<file path="src/rtl/pgf_pkg.sv">
// ----------------------------------------------------------------------------
// pgf_pkg: shared types and constants for the pairwise gravity force block
// Field widths, item structs, register indexes and pipeline unit widths.
// ----------------------------------------------------------------------------
`default_nettype none

package pgf_pkg;

  localparam int FRAC_BITS = 16;

  localparam int POS_W   = 32;
  localparam int MASS_W  = 32;
  localparam int GRAV_W  = 32;
  localparam int DSQ_W   = 64;
  localparam int FORCE_W = 32;

  localparam int DIFF_W    = POS_W + 1;
  localparam int SQ_W      = 2 * DIFF_W;
  localparam int SUMSQ_W   = SQ_W;
  localparam int GM_W      = GRAV_W + MASS_W;
  localparam int PROD_W    = GM_W + MASS_W;
  localparam int MAG_W     = 64;
  localparam int UNIT_BITS = 30;
  localparam int UNIT_W    = UNIT_BITS + 1;

  localparam int ROOT_W     = 34;
  localparam int RAD_W      = 2 * ROOT_W;
  localparam int SQRT_REM_W = ROOT_W + 3;

  localparam int CFG_IDX_W = 2;
  localparam logic [CFG_IDX_W-1:0] REG_GRAV    = 2'd0;
  localparam logic [CFG_IDX_W-1:0] REG_MIN_DSQ = 2'd1;
  localparam logic [CFG_IDX_W-1:0] REG_MAX_DSQ = 2'd2;

  localparam logic [GRAV_W-1:0] GRAV_RESET    = GRAV_W'(1) << FRAC_BITS;
  localparam logic [DSQ_W-1:0]  MIN_DSQ_RESET = DSQ_W'(1) << (2 * FRAC_BITS);
  localparam logic [DSQ_W-1:0]  MAX_DSQ_RESET = DSQ_W'(100) << (2 * FRAC_BITS);

  localparam logic signed [FORCE_W-1:0] FORCE_MAX = {1'b0, {(FORCE_W-1){1'b1}}};
  localparam logic signed [FORCE_W-1:0] FORCE_MIN = {1'b1, {(FORCE_W-1){1'b0}}};

  typedef struct packed {
    logic signed [POS_W-1:0] a_pos_x;
    logic signed [POS_W-1:0] a_pos_y;
    logic signed [POS_W-1:0] b_pos_x;
    logic signed [POS_W-1:0] b_pos_y;
    logic [MASS_W-1:0]       a_mass;
    logic [MASS_W-1:0]       b_mass;
  } pair_t;

  typedef struct packed {
    logic signed [FORCE_W-1:0] force_x;
    logic signed [FORCE_W-1:0] force_y;
    logic                      saturated;
  } result_t;

endpackage

`default_nettype wire

</file>
<file path="src/rtl/pgf_sqrt.sv">
// ----------------------------------------------------------------------------
// pgf_sqrt: pipelined integer square root
// Digit-by-digit method, one root bit per stage; gives floor(sqrt(rad)).
// ----------------------------------------------------------------------------
`default_nettype none

module pgf_sqrt import pgf_pkg::*; (
  input  logic              clk,
  input  logic              en,
  input  logic [RAD_W-1:0]  rad,
  output logic [ROOT_W-1:0] root
);

  logic [SQRT_REM_W-1:0] rem_q  [ROOT_W-1];
  logic [RAD_W-1:0]      rad_q  [ROOT_W-1];
  logic [ROOT_W-1:0]     root_q [ROOT_W];

  for (genvar k = 0; k < ROOT_W; k++) begin : g_step
    logic [SQRT_REM_W-1:0] r_in;
    logic [RAD_W-1:0]      a_in;
    logic [ROOT_W-1:0]     q_in;
    logic [SQRT_REM_W-1:0] cur;
    logic [SQRT_REM_W-1:0] trial;
    logic [SQRT_REM_W:0]   diff;

    if (k == 0) begin : g_first
      assign r_in = '0;
      assign a_in = rad;
      assign q_in = '0;
    end else begin : g_next
      assign r_in = rem_q[k-1];
      assign a_in = rad_q[k-1];
      assign q_in = root_q[k-1];
    end

    assign cur   = {r_in[SQRT_REM_W-3:0], a_in[RAD_W-1:RAD_W-2]};
    assign trial = {(SQRT_REM_W-2)'(q_in), 2'b01};
    assign diff  = {1'b0, cur} - {1'b0, trial};

    always_ff @(posedge clk) begin
      if (en) begin
        root_q[k] <= {q_in[ROOT_W-2:0], ~diff[SQRT_REM_W]};
      end
    end

    if (k < ROOT_W - 1) begin : g_carry
      always_ff @(posedge clk) begin
        if (en) begin
          rem_q[k] <= diff[SQRT_REM_W] ? cur : diff[SQRT_REM_W-1:0];
          rad_q[k] <= {a_in[RAD_W-3:0], 2'b00};
        end
      end
    end
  end

  assign root = root_q[ROOT_W-1];

endmodule

`default_nettype wire

</file>
<file path="config.mk">
export PLATFORM = sky130hd
export DESIGN_NAME = pgf_sqrt
export DESIGN_NICKNAME = d
export VERILOG_FILES = /design/src/rtl/pgf_pkg.sv /design/src/rtl/pgf_sqrt.sv
export SDC_FILE = /design/constraint.sdc
export NUM_CORES = 2
export LEC_CHECK = 0
export BUFFER_PORTS_ARGS = -buffer_cell sky130_fd_sc_hd__buf_2
export CAP_MARGIN = 15
export CORE_UTILIZATION = 60
export CTS_BUF_LIST = sky130_fd_sc_hd__clkbuf_8
export CTS_CLUSTER_DIAMETER = 80
export DETAILED_ROUTE_END_ITERATION = 12
export PLACE_DENSITY_LB_ADDON = 0.12
export REMOVE_ABC_BUFFERS = 1
export SETUP_SLACK_MARGIN = 0.4
export SLEW_MARGIN = 30
export SYNTH_ARGS = -nofsm -noshare
export SYNTH_HDL_FRONTEND = slang
export SYNTH_MEMORY_MAX_BITS = 65536
export SYNTH_SLANG_ARGS = --single-unit
</file>
<file path="constraint.sdc">
create_clock -name clk -period 7.6 [get_ports clk]
set_clock_uncertainty 0.05 [all_clocks]
set_input_delay 0.76 -clock clk [delete_from_list [all_inputs] [get_ports clk]]
set_output_delay 0.76 -clock clk [all_outputs]
set_load 0.02 [all_outputs]
</file>
# After elaboration in Yosys (flattened, before gate mapping)
# Memory sizes are Yosys's and may differ from the RTL's.
# Cells that the tools add are included.
# totals
ff_bits,0
mem_bits_rw,4555
output_inout_bits,34
memories,3
# mem_list
name,depth,width,rd,rd_ports_with_merged_regs,write_ports,line,source
rad_q,33,66,33,0,33,pgf_sqrt.sv:15,logic [RAD_W-1:0] rad_q [ROOT_W-1];
rem_q,33,37,33,0,33,pgf_sqrt.sv:14,logic [SQRT_REM_W-1:0] rem_q [ROOT_W-1];
root_q,34,34,34,0,34,pgf_sqrt.sv:16,logic [ROOT_W-1:0] root_q [ROOT_W];
# op_classes
add_sub_neg,34
mux,35
bitwise,34
# ops
cell,count
$sub A37 B36 Y38,33
$mux W37,33
$not A1 Y1,34
$sub A2 B1 Y3 const B,1
$mux W1,2

# Depth between registers and ports, before layout
# An unclocked memory read counts as a cell.
# logic_depth
ltp_word,3
ltp_mapped,15

# Worst setup path before layout
# OpenSTA, ideal clock, no wires.
# synth_timing
path_kind,reg-to-reg
start,mem rem_q[0][462] (netlist bit)
end,mem rem_q[0][492] (netlist bit) (data pin)
setup_time_ns,0.260
arrival_ns,3.268
path_slack_ns,4.021
stages_incl_launch_ff,11
n_path_buf,2
synth_period_minus_slack_ns,3.579
cell_sequence,edfxtp_1 -> or4_4 -> or3_4 -> or4_1 -> buf_2 -> or4_4 -> nor2_2 -> nand3_1 -> or3_1 -> buf_6 -> mux2_4
# synth_lines
item,line
start: declaration,pgf_sqrt.sv:14

==> impl_metrics.yaml <==
setup_path:
  start_kind: "register"
  cp-end-kind: "register"
  max_stage_delay_ns: 0.97
  cp_data_arrival_time_ns: 5.83
  r2r_end: "rem_q[1][250]$_DFFE_PP_"
  cp.buffers_inverters: 1
  critical-path-top-delay-family: "compound AO/OA/AOI/OAI gates"
  cpMaxStageDelayCell: "clkinv_1"
  critical_path_class: "reg -> reg"
  regToRegSetupSlack_ns: 2.55
  required_ns: 8.39
  crit_path_frequent_cell: "o21a_1"
  path_max_fanout: 27
  r2r_cells: 12
  r2r-start: "rem_q[1][185]$_DFFE_PP_"
  path_cells: "ha_1 -> o21a_1 -> o21a_1 -> o311ai_0 -> o31ai_1 -> and3_1 -> o21a_1 -> a21boi_1 -> clkinv_1 -> o311a_1 -> nand2_1 -> xnor2_1"
layout:
  nets: 10940
  syn_to_final_growth_pct: 10.30
  utilization_pct: 66.72
  final_cell_mix: "edfxtp_1, inv_1, nand2_1"
  fillers: 15280
  fin_cells: 13450
  final_common_cell: "edfxtp_1"
  layout-drive-gt1-share_pct: 8.340
die:
  die_w_um: 464.7
  core_um2: 212300
  io_pins: 104
  die_h_um: 464.7
  dieArea_um2: 215900
  rows: 169
  initial_core_util_pct: 60.50
routing:
  wirelength_um: 240500
  drc: 6
  dr.pass1.iters: 12
  first_iter_violations: 5942
  postRouteAntennaNets: 0
  wl_per_cell_um: 17.89
  vias: 76420
  via_per_inst: 5.684
synth:
  yosysSeqAreaShare_pct: 65.72
  synth_ff_type: "edfxtp_1"
  avgSynthCellArea_um2: 13.15
  netlist-cell-type-count: 91
  synth_edf_count: 2811
  yosysWarnings: 0
  postSynthCellCount: 9763
  syn_area_um2: 128400
  ys_async_sr_fraction_pct: 0
  ys_ff_latch: 2811
grt:
  grt_pass1_wl_um: 390100
  grt_pass1_vias: 75940
  antenna_found_initial: 5
  grt_usage_pct: 22.29
  grt-ovfl-total: 0
  grt_max_degree: 197
hold_path:
  hold_class: "in -> reg"
  min-delay-start: "en"
  hold_path_depth: 1
  hold_end: "rad_q[0][34]$_DFFE_PP_"
cts:
  clockBufferDepth: 4
  cts_tree: "done"
  cts_resized: 0
  numCtsBuffers: 456
  postCtsSetupBuffers: 0
  clk_latency_ns: 1.16
  postCtsHoldBufs: 69
  cts.sink_count: 2811
  clkTransAtPathRegs_ns: 0.06
  cts_root_buf: "clkbuf_8"
  cts_max_level: 5
timing:
  period_share_pct: 66.40
  final.setup.tns_ns: 0
  timing.final.max_slew_violations: 0
  hold_viol: 0
  fin_ws_ns: 2.554
  tightest_slew_ns: 0.9943
  final.min_clock_period_ns: 5.046
  grt_setup_unrepaired: "false"
  setup_viol: 0
  max_freq_ghz: 0.1982
  slew_headroom_pct: 33.10
pwr:
  switching_share_pct: 28.66
  netSwitchingPower_mw: 12.04
  p_leak_nw: 55.12
  p_seq_share_pct: 49.7
  power_mw: 42.02
  power.density_nw_per_um2: 296.6
  intPower_mw: 29.97
  ir_worst_vdd_v: 0.0002453
  clkPwrFrac_pct: 29.0
  power.share.combinational_pct: 21.3
placed_design:
  pre_cts_ws_ns: 2.592
  hpwl_um: 168000
  portBuffers: 103
  gp_congestion: 0.9126
  placed_cells: 12570
outcome:
  status: "complete, but fails checks"
  failed_checks: "DRC"
run:
  maxCapViolCount: 0
-- metal layers --
layer,vias up,share of wire [%],global-route usage (%)
li1,37170,-,-
met1,36850,45,30.34
met2,1941,48,36.66
met3,450,5.3,3.946
met4,0,2.3,6.883
met5,-,0,0
-- worst max path at each step --
stage / slack, ns / start / endpoint / depth (start not counted)
floorplan: 1.93 / rem_q[1][300]$_DFFE_PP_ / rem_q[1][363]$_DFFE_PP_ / 10
global placement: 2.69 / rem_q[1][185]$_DFFE_PP_ / rem_q[1][252]$_DFFE_PP_ / 12
detailed placement: 2.59 / rem_q[1][185]$_DFFE_PP_ / rem_q[1][250]$_DFFE_PP_ / 12
CTS: 2.61 / rem_q[1][185]$_DFFE_PP_ / rem_q[1][250]$_DFFE_PP_ / 12
global route: 2.24 / rem_q[1][185]$_DFFE_PP_ / rem_q[1][250]$_DFFE_PP_ / 12
finish: 2.55 / rem_q[1][185]$_DFFE_PP_ / rem_q[1][250]$_DFFE_PP_ / 12
-- registers in the layout (all words and copies together), names as in the netlist --
register and count:
rad_q 1122, root_q 595, rem_q 1094
-- cell usage after synthesis, drive strengths merged, types with 70 or more instances --
cell       n  area share (%)
a21o     251             1.5
nor2b     83            0.40
mux2      76            0.67
nand4     70            0.34
nor4     106            0.52
a21oi    603             2.4
o21a     110            0.64
nand3    130            0.51
o21ai    531             2.1
nand2b   129            0.63
edfxtp  2811              66
xor2     467             3.2
nor2     591             1.7
inv      778             2.3
or3      110            0.54
ha       594             5.8
xnor2    441             3.0
nor3     261             1.0
o31ai     76            0.45
nand2    691             2.0
clkbuf   151            0.44
-- stage by stage --
stage | hold slack [ns] | instance area [µm²]
after floorplan | 0.3503 | 127700
after global placement | 0.3503 | 132500
after detailed placement | 0.3545 | 132500
after CTS | 0.07548 | 141600
after global routing | 0.1380 | 141700
final | 0.1463 | 141700
-- logic make-up (layout without fill, tap and decap cells) --
family,after synthesis,in the layout,synth area share (%)
flops,2811,2811,65.72
simple gates,2420,2420,9.097
compound gates,1977,1977,9.558
buf+inv,959,1819,2.836
xor+xnor,908,908,6.192
fa+ha+maj,594,594,5.787
mux,93,93,0.8018
other cells,1,2,0.002920
-- worst register-to-register path: stages (launching register included) --
cell and delay [ns]:
edfxtp_1 0.40, ha_1 0.35, o21a_1 0.13, o21a_1 0.20, o311ai_0 0.69, o31ai_1 0.28
and3_1 0.25, o21a_1 0.23, a21boi_1 0.64, clkinv_1 0.97, o311a_1 0.43, nand2_1 0.12
xnor2_1 0.07
-- power by group through the flow --
stage	logic [mW]	clock network, mW	registers, mW
6_report	8.93	12.2	20.9
5_1_grt	9.96	13.2	21.1
4_1_cts	8.87	12.6	20.9
3_5_place_dp	8.78	0	21.2
3_3_place_gp	8.52	0	21.1
2_1_floorplan	6.67	0	20.7
-- cell type report --
type	instances	area, µm²	share of cell area (%)
antenna	1	2.502	0.001767
clock buffer	459	6317	4.460
clock inverter	342	2103	1.485
inverter	783	2939	2.075
multi-input combinational	5993	40450	28.56
sequential	2811	84410	59.59
tap	2821	3530	2.492
timing repair buffer	235	1902	1.343
Power figures use the tool's default switching activity.
